$ cat src/sv/cpuls_pkg.sv
package cpuls_pkg;

  localparam logic CMD_START = 1'b0;
  localparam logic CMD_DATA  = 1'b1;

  localparam logic [3:0] OP_LDA = 4'd0;
  localparam logic [3:0] OP_LDX = 4'd1;
  localparam logic [3:0] OP_LDY = 4'd2;
  localparam logic [3:0] OP_STA = 4'd3;
  localparam logic [3:0] OP_STX = 4'd4;
  localparam logic [3:0] OP_STY = 4'd5;
  localparam logic [3:0] OP_TAX = 4'd6;
  localparam logic [3:0] OP_TXA = 4'd7;
  localparam logic [3:0] OP_TAY = 4'd8;
  localparam logic [3:0] OP_TYA = 4'd9;
  localparam logic [3:0] OP_TSX = 4'd10;
  localparam logic [3:0] OP_TXS = 4'd11;

  localparam logic [3:0] MODE_IMP  = 4'd0;
  localparam logic [3:0] MODE_IMM  = 4'd1;
  localparam logic [3:0] MODE_ZP   = 4'd2;
  localparam logic [3:0] MODE_ZPX  = 4'd3;
  localparam logic [3:0] MODE_ZPY  = 4'd4;
  localparam logic [3:0] MODE_ABS  = 4'd5;
  localparam logic [3:0] MODE_ABSX = 4'd6;
  localparam logic [3:0] MODE_ABSY = 4'd7;
  localparam logic [3:0] MODE_INDX = 4'd8;
  localparam logic [3:0] MODE_INDY = 4'd9;

  localparam logic [1:0] BUS_NONE  = 2'd0;
  localparam logic [1:0] BUS_READ  = 2'd1;
  localparam logic [1:0] BUS_WRITE = 2'd2;

  localparam logic [15:0] PAGE_MASK = 16'hFF00;

  typedef enum logic [1:0] {
    PH_IDLE   = 2'd0,
    PH_PTR_LO = 2'd1,
    PH_PTR_HI = 2'd2,
    PH_LOAD   = 2'd3
  } phase_t;

  typedef struct packed {
    logic       command;
    logic [3:0] operation;
    logic [3:0] address_mode;
    logic [7:0] operand_low;
    logic [7:0] operand_high;
    logic [7:0] read_data;
  } step_t;

  typedef struct packed {
    logic [1:0]  bus_action;
    logic [15:0] bus_address;
    logic [7:0]  bus_write_data;
    logic        instruction_done;
    logic [2:0]  ticks_used;
    logic [7:0]  accumulator_out;
    logic [7:0]  x_out;
    logic [7:0]  y_out;
    logic [7:0]  stack_out;
    logic        zero_out;
    logic        negative_out;
  } report_t;

  typedef struct packed {
    logic [7:0] accumulator;
    logic [7:0] index_x;
    logic [7:0] index_y;
    logic [7:0] stack_pointer;
    logic       zero_flag;
    logic       negative_flag;
    phase_t     phase;
    logic [3:0] held_operation;
    logic [3:0] held_mode;
    logic [7:0] pointer_byte;
    logic [7:0] address_low;
    logic       penalty_tick;
  } arch_t;

  function automatic logic is_load(input logic [3:0] op);
    return op <= OP_LDY;
  endfunction

  function automatic logic pair_ok(input logic [3:0] op, input logic [3:0] mode);
    logic ok;
    ok = 1'b0;
    case (op)
      OP_LDA: ok = mode >= MODE_IMM && mode <= MODE_INDY && mode != MODE_ZPY;
      OP_LDX: ok = mode == MODE_IMM || mode == MODE_ZP || mode == MODE_ZPY ||
                   mode == MODE_ABS || mode == MODE_ABSY;
      OP_LDY: ok = mode == MODE_IMM || mode == MODE_ZP || mode == MODE_ZPX ||
                   mode == MODE_ABS || mode == MODE_ABSX;
      OP_STA: ok = mode >= MODE_ZP && mode <= MODE_INDY && mode != MODE_ZPY;
      OP_STX: ok = mode == MODE_ZP || mode == MODE_ZPY || mode == MODE_ABS;
      OP_STY: ok = mode == MODE_ZP || mode == MODE_ZPX || mode == MODE_ABS;
      default: ok = op <= OP_TXS && mode == MODE_IMP;
    endcase
    return ok;
  endfunction

  function automatic logic [2:0] tick_count(input logic [3:0] mode, input logic pen);
    logic [2:0] t;
    case (mode) inside
      MODE_IMM:                     t = 3'd1;
      MODE_ZP:                      t = 3'd2;
      MODE_ZPX, MODE_ZPY, MODE_ABS: t = 3'd3;
      MODE_ABSX, MODE_ABSY:         t = 3'd3 + {2'b00, pen};
      MODE_INDX:                    t = 3'd5;
      MODE_INDY:                    t = 3'd4 + {2'b00, pen};
      default:                      t = 3'd1;
    endcase
    return t;
  endfunction

endpackage

$ cat src/sv/cpuls_if.sv
interface cpuls_step_if;
  logic       valid;
  logic       ready;
  logic       command;
  logic [3:0] operation;
  logic [3:0] address_mode;
  logic [7:0] operand_low;
  logic [7:0] operand_high;
  logic [7:0] read_data;

  modport source (
    output valid, command, operation, address_mode, operand_low, operand_high, read_data,
    input  ready
  );
  modport sink (
    input  valid, command, operation, address_mode, operand_low, operand_high, read_data,
    output ready
  );
endinterface

interface cpuls_report_if;
  logic        valid;
  logic        ready;
  logic [1:0]  bus_action;
  logic [15:0] bus_address;
  logic [7:0]  bus_write_data;
  logic        instruction_done;
  logic [2:0]  ticks_used;
  logic [7:0]  accumulator_out;
  logic [7:0]  x_out;
  logic [7:0]  y_out;
  logic [7:0]  stack_out;
  logic        zero_out;
  logic        negative_out;

  modport source (
    output valid, bus_action, bus_address, bus_write_data, instruction_done, ticks_used,
           accumulator_out, x_out, y_out, stack_out, zero_out, negative_out,
    input  ready
  );
  modport sink (
    input  valid, bus_action, bus_address, bus_write_data, instruction_done, ticks_used,
           accumulator_out, x_out, y_out, stack_out, zero_out, negative_out,
    output ready
  );
endinterface

$ cat src/sv/cpuls_exec.sv
module cpuls_exec import cpuls_pkg::*; (
  input  arch_t   st,
  input  step_t   stp,
  output arch_t   st_next,
  output report_t res
);

  logic        start;
  logic        ok;
  logic [3:0]  fin_op;
  logic [3:0]  fin_mode;
  logic [15:0] base_abs;
  logic [15:0] base_ind;
  logic [15:0] ibase;
  logic [7:0]  idx_sel;
  logic [15:0] isum;
  logic        pen_idx;
  logic [7:0]  zp_off;
  logic [7:0]  zp_sum;
  logic [7:0]  store_val;
  phase_t      phase_next;

  assign start    = stp.command == CMD_START;
  assign ok       = pair_ok(stp.operation, stp.address_mode);
  assign fin_op   = start ? stp.operation : st.held_operation;
  assign fin_mode = start ? stp.address_mode : st.held_mode;
  assign base_abs = {stp.operand_high, stp.operand_low};
  assign base_ind = {stp.read_data, st.address_low};
  assign ibase    = start ? base_abs : base_ind;
  assign idx_sel  = (start && stp.address_mode == MODE_ABSX) ? st.index_x : st.index_y;
  assign isum     = ibase + {8'h00, idx_sel};
  assign pen_idx  = ((ibase & PAGE_MASK) != (isum & PAGE_MASK)) || fin_op == OP_STA;
  assign zp_off   = (stp.address_mode == MODE_ZPX) ? st.index_x :
                    (stp.address_mode == MODE_ZPY) ? st.index_y : 8'h00;
  assign zp_sum   = stp.operand_low + zp_off;

  always_comb begin
    case (fin_op)
      OP_STA:  store_val = st.accumulator;
      OP_STX:  store_val = st.index_x;
      default: store_val = st.index_y;
    endcase
  end

  // phase sequencing
  always_comb begin
    phase_next = st.phase;
    if (start) begin
      phase_next = PH_IDLE;
      if (ok) begin
        case (stp.address_mode) inside
          MODE_ZP, MODE_ZPX, MODE_ZPY, MODE_ABS, MODE_ABSX, MODE_ABSY: begin
            phase_next = is_load(stp.operation) ? PH_LOAD : PH_IDLE;
          end
          MODE_INDX, MODE_INDY: phase_next = PH_PTR_LO;
          default:              phase_next = PH_IDLE;
        endcase
      end
    end else begin
      unique case (st.phase)
        PH_PTR_LO: phase_next = PH_PTR_HI;
        PH_PTR_HI: phase_next = is_load(st.held_operation) ? PH_LOAD : PH_IDLE;
        PH_LOAD:   phase_next = PH_IDLE;
        default:   phase_next = PH_IDLE;
      endcase
    end
  end

  // datapath and result
  always_comb begin
    arch_t       nx;
    report_t     rs;
    logic        fire;
    logic [15:0] ea;
    logic        ld_en;
    logic [3:0]  ld_op;
    logic [7:0]  ld_val;
    logic        fl_en;
    logic [7:0]  fl_val;

    nx     = st;
    rs     = '0;
    fire   = 1'b0;
    ea     = '0;
    ld_en  = 1'b0;
    ld_op  = fin_op;
    ld_val = stp.read_data;
    fl_en  = 1'b0;
    fl_val = '0;
    nx.phase = phase_next;

    if (start) begin
      nx.penalty_tick = 1'b0;
      rs.instruction_done = 1'b1;
      if (ok) begin
        nx.held_operation = stp.operation;
        nx.held_mode      = stp.address_mode;
        rs.instruction_done = 1'b0;
        case (stp.address_mode) inside
          MODE_IMP: begin
            rs.instruction_done = 1'b1;
            rs.ticks_used       = 3'd1;
            case (stp.operation)
              OP_TAX: begin nx.index_x = st.accumulator; fl_en = 1'b1; fl_val = st.accumulator; end
              OP_TXA: begin nx.accumulator = st.index_x; fl_en = 1'b1; fl_val = st.index_x; end
              OP_TAY: begin nx.index_y = st.accumulator; fl_en = 1'b1; fl_val = st.accumulator; end
              OP_TYA: begin nx.accumulator = st.index_y; fl_en = 1'b1; fl_val = st.index_y; end
              OP_TSX: begin nx.index_x = st.stack_pointer; fl_en = 1'b1; fl_val = st.stack_pointer; end
              default: nx.stack_pointer = st.index_x;
            endcase
          end
          MODE_IMM: begin
            rs.instruction_done = 1'b1;
            rs.ticks_used       = 3'd1;
            ld_en  = 1'b1;
            ld_val = stp.operand_low;
          end
          MODE_ZP: begin
            fire = 1'b1;
            ea   = {8'h00, stp.operand_low};
          end
          MODE_ZPX, MODE_ZPY: begin
            fire = 1'b1;
            ea   = {8'h00, zp_sum};
          end
          MODE_ABS: begin
            fire = 1'b1;
            ea   = base_abs;
          end
          MODE_ABSX, MODE_ABSY: begin
            fire = 1'b1;
            ea   = isum;
            nx.penalty_tick = pen_idx;
          end
          default: begin
            nx.pointer_byte = (stp.address_mode == MODE_INDX) ?
                              stp.operand_low + st.index_x : stp.operand_low;
            rs.bus_action  = BUS_READ;
            rs.bus_address = {8'h00, nx.pointer_byte};
          end
        endcase
      end
    end else begin
      unique case (st.phase)
        PH_PTR_LO: begin
          nx.address_low  = stp.read_data;
          nx.pointer_byte = st.pointer_byte + 8'd1;
          rs.bus_action   = BUS_READ;
          rs.bus_address  = {8'h00, nx.pointer_byte};
        end
        PH_PTR_HI: begin
          fire = 1'b1;
          if (st.held_mode == MODE_INDY) begin
            ea = isum;
            nx.penalty_tick = pen_idx;
          end else begin
            ea = base_ind;
          end
        end
        PH_LOAD: begin
          ld_en = 1'b1;
          rs.instruction_done = 1'b1;
          rs.ticks_used       = tick_count(st.held_mode, st.penalty_tick);
        end
        default: ;
      endcase
    end

    if (fire) begin
      rs.bus_address = ea;
      if (is_load(fin_op)) begin
        rs.bus_action = BUS_READ;
      end else begin
        rs.bus_action       = BUS_WRITE;
        rs.bus_write_data   = store_val;
        rs.instruction_done = 1'b1;
        rs.ticks_used       = tick_count(fin_mode, nx.penalty_tick);
      end
    end

    if (ld_en) begin
      case (ld_op)
        OP_LDA:  nx.accumulator = ld_val;
        OP_LDX:  nx.index_x     = ld_val;
        default: nx.index_y     = ld_val;
      endcase
      fl_en  = 1'b1;
      fl_val = ld_val;
    end

    if (fl_en) begin
      nx.zero_flag     = fl_val == 8'h00;
      nx.negative_flag = fl_val[7];
    end

    rs.accumulator_out = nx.accumulator;
    rs.x_out           = nx.index_x;
    rs.y_out           = nx.index_y;
    rs.stack_out       = nx.stack_pointer;
    rs.zero_out        = nx.zero_flag;
    rs.negative_out    = nx.negative_flag;

    st_next = nx;
    res     = rs;
  end

endmodule

$ cat src/sv/cpuls_regs.sv
module cpuls_regs import cpuls_pkg::*; (
  input  logic  clk,
  input  logic  rst,
  input  logic  advance,
  input  arch_t st_next,
  output arch_t st
);

  always_ff @(posedge clk) begin
    if (rst) begin
      st <= '0;
    end else if (advance) begin
      st <= st_next;
    end
  end

endmodule

$ cat src/sv/cpu6502_load_store_transfer.sv
// 6502 load, store and register-transfer unit.
// step channel: each item either starts an instruction (command 0, with
// operation, addressing mode and operand bytes) or returns the byte for the
// read request of the previous report (command 1).
// report channel: exactly one item per step item, in order, carrying the bus
// request for that step, the done flag with the tick count, and the
// registers and flags as they stand after the step.
// a step item is held in the input register, then in the output register,
// from which it is offered as a report item. throughput: one item per
// cycle unless the report channel stalls; the execute logic sits between
// the input and output registers, and the architectural registers update
// as an item moves across, so the next item sees them at once.
// a stalled report channel holds its item; one more step item can wait in
// the input register, after which step.ready falls until report.ready rises.
// reset (rst, synchronous) clears A, X, Y, S, the flags and all pending
// instruction state, and empties both registers.
module cpu6502_load_store_transfer import cpuls_pkg::*; (
  input logic            clk,
  input logic            rst,
  cpuls_step_if.sink     step,
  cpuls_report_if.source report
);

  logic    in_valid;
  step_t   in_item;
  logic    out_valid;
  report_t out_item;
  logic    advance;
  arch_t   st;
  arch_t   st_next;
  report_t res;

  assign advance    = in_valid && (!out_valid || report.ready);
  assign step.ready = !in_valid || advance;

  always_ff @(posedge clk) begin
    if (rst) begin
      in_valid <= 1'b0;
    end else if (step.ready) begin
      in_valid <= step.valid;
    end
  end

  always_ff @(posedge clk) begin
    if (step.ready && step.valid) begin
      in_item.command      <= step.command;
      in_item.operation    <= step.operation;
      in_item.address_mode <= step.address_mode;
      in_item.operand_low  <= step.operand_low;
      in_item.operand_high <= step.operand_high;
      in_item.read_data    <= step.read_data;
    end
  end

  cpuls_exec u_exec (
    .st      (st),
    .stp     (in_item),
    .st_next (st_next),
    .res     (res)
  );

  cpuls_regs u_regs (
    .clk     (clk),
    .rst     (rst),
    .advance (advance),
    .st_next (st_next),
    .st      (st)
  );

  always_ff @(posedge clk) begin
    if (rst) begin
      out_valid <= 1'b0;
    end else if (advance) begin
      out_valid <= 1'b1;
    end else if (report.ready) begin
      out_valid <= 1'b0;
    end
  end

  always_ff @(posedge clk) begin
    if (advance) begin
      out_item <= res;
    end
  end

  assign report.valid            = out_valid;
  assign report.bus_action       = out_item.bus_action;
  assign report.bus_address      = out_item.bus_address;
  assign report.bus_write_data   = out_item.bus_write_data;
  assign report.instruction_done = out_item.instruction_done;
  assign report.ticks_used       = out_item.ticks_used;
  assign report.accumulator_out  = out_item.accumulator_out;
  assign report.x_out            = out_item.x_out;
  assign report.y_out            = out_item.y_out;
  assign report.stack_out        = out_item.stack_out;
  assign report.zero_out         = out_item.zero_out;
  assign report.negative_out     = out_item.negative_out;

endmodule

$ cat src/flat_wrapper.sv
// flat-port wrapper written by rule: the top's interface ports become plain ports
module cpu6502_load_store_transfer_flat import cpuls_pkg::*;
  (clk, rst, step_valid, step_command, step_operation, step_address_mode, step_operand_low, step_operand_high, step_read_data, step_ready, report_valid, report_bus_action, report_bus_address, report_bus_write_data, report_instruction_done, report_ticks_used, report_accumulator_out, report_x_out, report_y_out, report_stack_out, report_zero_out, report_negative_out, report_ready);
  cpuls_step_if step_i ();
  cpuls_report_if report_i ();
  input logic clk;
  input logic rst;
  input wire logic [$bits(step_i.valid)-1:0] step_valid;
  input wire logic [$bits(step_i.command)-1:0] step_command;
  input wire logic [$bits(step_i.operation)-1:0] step_operation;
  input wire logic [$bits(step_i.address_mode)-1:0] step_address_mode;
  input wire logic [$bits(step_i.operand_low)-1:0] step_operand_low;
  input wire logic [$bits(step_i.operand_high)-1:0] step_operand_high;
  input wire logic [$bits(step_i.read_data)-1:0] step_read_data;
  output wire logic [$bits(step_i.ready)-1:0] step_ready;
  output wire logic [$bits(report_i.valid)-1:0] report_valid;
  output wire logic [$bits(report_i.bus_action)-1:0] report_bus_action;
  output wire logic [$bits(report_i.bus_address)-1:0] report_bus_address;
  output wire logic [$bits(report_i.bus_write_data)-1:0] report_bus_write_data;
  output wire logic [$bits(report_i.instruction_done)-1:0] report_instruction_done;
  output wire logic [$bits(report_i.ticks_used)-1:0] report_ticks_used;
  output wire logic [$bits(report_i.accumulator_out)-1:0] report_accumulator_out;
  output wire logic [$bits(report_i.x_out)-1:0] report_x_out;
  output wire logic [$bits(report_i.y_out)-1:0] report_y_out;
  output wire logic [$bits(report_i.stack_out)-1:0] report_stack_out;
  output wire logic [$bits(report_i.zero_out)-1:0] report_zero_out;
  output wire logic [$bits(report_i.negative_out)-1:0] report_negative_out;
  input wire logic [$bits(report_i.ready)-1:0] report_ready;
  assign step_i.valid = step_valid;
  assign step_i.command = step_command;
  assign step_i.operation = step_operation;
  assign step_i.address_mode = step_address_mode;
  assign step_i.operand_low = step_operand_low;
  assign step_i.operand_high = step_operand_high;
  assign step_i.read_data = step_read_data;
  assign step_ready = step_i.ready;
  assign report_valid = report_i.valid;
  assign report_bus_action = report_i.bus_action;
  assign report_bus_address = report_i.bus_address;
  assign report_bus_write_data = report_i.bus_write_data;
  assign report_instruction_done = report_i.instruction_done;
  assign report_ticks_used = report_i.ticks_used;
  assign report_accumulator_out = report_i.accumulator_out;
  assign report_x_out = report_i.x_out;
  assign report_y_out = report_i.y_out;
  assign report_stack_out = report_i.stack_out;
  assign report_zero_out = report_i.zero_out;
  assign report_negative_out = report_i.negative_out;
  assign report_i.ready = report_ready;
  cpu6502_load_store_transfer u_core (.clk(clk), .rst(rst), .step(step_i), .report(report_i));
endmodule
$ cat config.mk
export PLATFORM = sky130hd
export DESIGN_NAME = cpu6502_load_store_transfer_flat
export DESIGN_NICKNAME = d
export VERILOG_FILES = /design/src/sv/cpuls_pkg.sv /design/src/sv/cpuls_if.sv /design/src/sv/cpuls_exec.sv /design/src/sv/cpuls_regs.sv /design/src/sv/cpu6502_load_store_transfer.sv /design/src/flat_wrapper.sv
export SDC_FILE = /design/constraint.sdc
export NUM_CORES = 1
export LEC_CHECK = 0
export BUFFER_PORTS_ARGS = -buffer_cell sky130_fd_sc_hd__buf_4
export CORE_MARGIN = 5
export CORE_UTILIZATION = 25
export DETAILED_ROUTE_END_ITERATION = 10
export MAX_ROUTING_LAYER = met4
export PLACE_DENSITY_LB_ADDON = 0.3
export SYNTH_ARGS = -nofsm -noshare
export SYNTH_HDL_FRONTEND = slang
export SYNTH_HIERARCHICAL = 1
export SYNTH_SLANG_ARGS = --single-unit
$ cat constraint.sdc
create_clock -name clk -period 4.97 [get_ports clk]
set_input_delay 0.994 -clock clk [delete_from_list [all_inputs] [get_ports clk]]
set_output_delay 0.994 -clock clk [all_outputs]
set_load 0.01 [all_outputs]
==> results.py <==
metrics = {
    "grt": {
        "grt_pass1_wl_um": 52400,
        "antenna_found_initial": 1,
        "grt_max_degree": 64,
        "grt_usage": 0.153,
        "overflow": 0,
        "grt_pass1_vias": 8105,
    },
    "route": {
        "antenna_left": 0,
        "avgViaCountPerCell": 5.10,
        "post_drt_wl_per_cell_um": 21.3,
        "firstDrtPassIters": 5,
        "drc": 0,
        "vias": 8427,
        "drt-total-wl_um": 35100,
        "drtIter0Drc": 755,
    },
    "yosys": {
        "synthDistinctLibCells": 87,
        "ys_seq_area_frac": 0.401,
        "synth_top_area_share": 0.280,
        "muxShareOfSynthArea": 0.152,
        "yosys-top-cells-area": "edfxtp_1 28%, dfxtp_1 12%, mux2i_1 12%, nor2_1 4.4%, mux2_2 3.5%",
        "syn_nets": 1120,
        "synth-xor-area-share": 0.0252,
        "ys.flop_type": "edfxtp_1",
        "syn_inst": 1053,
        "synth_top_family_by_area": "compound AO/OA/AOI/OAI gates",
        "synthArstFlopShare": 0,
        "synth_fa_ha_area_frac": 0.0382,
        "syn-mean-instance-area_um2": 9.88,
        "synth_area_leader_cell": "edfxtp_1",
        "ys_seq_elements": 160,
        "yosys.area_share.simple": 0.155,
        "syn_area_mm2": 0.0104,
        "synth_compound_area_frac": 0.162,
        "synth_edf_count": 97,
        "ys_warn_count": 6,
    },
    "pwr": {
        "clockPowerShare": 0.429,
        "p_leak_nw": 4.62,
        "p_sw_frac": 0.270,
        "power_switching_mw": 0.879,
        "vdd.ir_drop.worst_mv": 0.245,
        "total_power_mw": 3.26,
        "p_per_area_mw_per_mm2": 270,
        "p_int_mw": 2.38,
        "seq_power_share": 0.462,
        "power_frac_comb": 0.109,
    },
    "finish": {
        "final_cells": 1652,
        "nets": 1173,
        "area_delta_synth_final_pct": 15.8,
        "layout-drive-gt1-share": 0.193,
        "finish.instance_area_mm2": 0.0121,
    },
    "sta": {
        "tightest_slew_ns": 0.918,
        "tns_ns": 0,
        "min_period_over_period": 0.823,
        "min_period_ns": 4.09,
        "rsz0062_at_grt": "no",
        "max_freq_ghz": 0.244,
        "relSlewSlack": 0.387,
        "hold_viol_final": 0,
        "final-max-slew-violation-count": 0,
        "setup_viol": 0,
        "hold-worst-slack_ns": 0.497,
        "skew_ns": 0.0172,
    },
    "setup_path": {
        "path_cells": "nand2b_1 > nor3_1 > buf_4 > mux2_2 > ha_1 > inv_1 > fa_1 > a311o_1 > a2111oi_0 > a221o_1",
        "worstSetupPathType": "flip-flop to flip-flop",
        "cp_num_cells": 10,
        "crit_buf_inv": 2,
        "cpMaxStageDelayCell": "a2111oi_0",
        "cp.arrival_ns": 4.39,
        "slowest_delay_ns": 0.79,
        "cp_top_family": "compound AO/OA/AOI/OAI gates",
        "crit_fanout": 18,
        "endpoint_kind": "flip-flop",
        "rr_worst_depth": 10,
        "cp.required_ns": 5.27,
        "cp-start-kind": "flip-flop",
    },
    "placed_design": {
        "dp.cells": 1619,
        "gp_congestion": 0.916,
        "hpwlAfterDp_um": 25800,
        "place_area_mm2": 0.0114,
        "port_buffers": 102,
    },
    "die": {
        "core_mm2": 0.0410,
        "die_w_um": 214,
        "die_area_mm2": 0.0458,
        "start_util": 0.254,
        "pin_count": 103,
        "die_h_um": 214,
        "num_rows": 74,
    },
    "cts": {
        "ctsResizeCount": 0,
        "ctsHoldBuffers": 0,
        "cts_tree": "yes",
        "root_buffer": "clkbuf_16",
        "numClockSinks": 160,
        "numCtsBuffers": 17,
        "htree_levels": 4,
        "clockBufferDepth": 2,
        "path_clk_slew_ns": 0.07,
        "clk-insertion-delay-late_ns": 0.46,
        "post_cts_buffers": 0,
    },
    "outcome": {
        "status": "completed",
    },
    "worst_hold_path": {
        "hp-class": "flip-flop to flip-flop",
        "hold_depth": 2,
    },
    "run": {
        "cap_violations": 0,
    },
}
final cells by class:
type / instances / area, um^2
Antenna cell: 1 / 2.50
Inverter: 24 / 90.1
Tap cell: 532 / 666
Multi-Input combinational cell: 777 / 5550
Clock inverter: 14 / 165
Sequential cell: 160 / 4170
Timing Repair Buffer: 126 / 958
Fill cell: 4276 / 29000
Clock buffer: 18 / 450
cells in the mapped netlist (23+ instances only):
cell and instances:
mux2_2 32, nand3_1 26, clkbuf_1 28, edfxtp_1 97
mux2i_1 121, ha_1 27, dfxtp_1 63, nor2_1 121
inv_1 23, a21oi_1 37, a22oi_1 25, a22o_1 23
nand2_1 73, buf_4 34, o21ai_0 38
final timing paths:
check / startpoint / slack, ns / end
hold reg to reg: u_core/in_valid$_SDFFE_PP0P_ / 0.50 / u_core/report.valid$_SDFFE_PP0P_
setup / recovery: u_core/in_item[26]$_DFFE_PP_ / 0.88 / u_core/report.bus_address[1]$_DFFE_PP_
setup reg to reg: u_core/in_item[26]$_DFFE_PP_ / 0.88 / u_core/report.bus_address[1]$_DFFE_PP_
hold / removal: u_core/in_valid$_SDFFE_PP0P_ / 0.50 / u_core/report.valid$_SDFFE_PP0P_
power groups by stage:
stage | Combinational [mW] | Sequential (mW) | Clock [mW]
after floorplan | 0.221 | 1.52 | 0
after global placement | 0.356 | 1.53 | 0
after detailed placement | 0.355 | 1.53 | 0
after CTS | 0.356 | 1.50 | 1.44
after global routing | 0.382 | 1.51 | 1.50
final | 0.355 | 1.50 | 1.40
cells by family after synthesis:
| logic type | Yosys count |
|---|---|
| multiplexers | 154 |
| XOR/XNOR | 30 |
| AO/OA/AOI/OAI | 233 |
| adder cells (fa/ha/maj) | 30 |
| buffers and inverters | 116 |
| AND/OR/NAND/NOR | 330 |
| flip-flops | 160 |
worst min-delay path, stage by stage, from the launching register on:
cell	delay, ns
dfxtp_1	0.34
inv_1	0.06
a21oi_1	0.05
registers in the layout, summed over array words and instances (netlist names):
| name | cells |
|---|---|
| u_core/report.bus_write_data | 8 |
| u_core/report.stack_out | 8 |
| u_core/in_valid | 1 |
| u_core/report.negative_out | 1 |
| u_core/u_regs/st | 61 |
| u_core/report.instruction_done | 1 |
| u_core/report.zero_out | 1 |
| u_core/in_item | 33 |
| u_core/report.y_out | 8 |
| u_core/report.bus_action | 2 |
| u_core/report.x_out | 8 |
| u_core/report.bus_address | 16 |
| u_core/report.accumulator_out | 8 |
| u_core/report.valid | 1 |
| u_core/report.ticks_used | 3 |
through the flow:
stage / utilization / setup slack [ns]
3_5_place_dp: 0.279 / 0.955
2_1_floorplan: - / 1.19
6_report: 0.294 / 0.879
3_3_place_gp: 0.279 / 1.03
5_1_grt: 0.294 / 0.751
4_1_cts: 0.294 / 0.923
cell usage in the layout (no fill, tap or decap), types with 8 or more instances in the layout:
master / instances
nor3_1: 22
mux2_2: 32
a21oi_1: 37
nor2_1: 121
nor2b_1: 15
a22oi_1: 25
a21o_1: 10
edfxtp_1: 97
clkbuf_16: 18
inv_1: 23
nand2_1: 73
o21ai_0: 38
a22o_1: 23
xor2_1: 17
nand3_1: 26
xnor2_1: 13
mux2i_1: 121
dfxtp_1: 63
ha_1: 27
and3_1: 9
a211oi_1: 9
buf_4: 125
o22ai_1: 8
metal layers:
layer / track usage / vias to the layer above / share of wire
met2: 0.232 / 345 / 0.45
met5: - / - / 0
li1: - / 3999 / -
met4: 0.0578 / 0 / 0.031
met3: 0.0329 / 62 / 0.065
met1: 0.202 / 4021 / 0.45
Power figures use the tool's default switching activity.
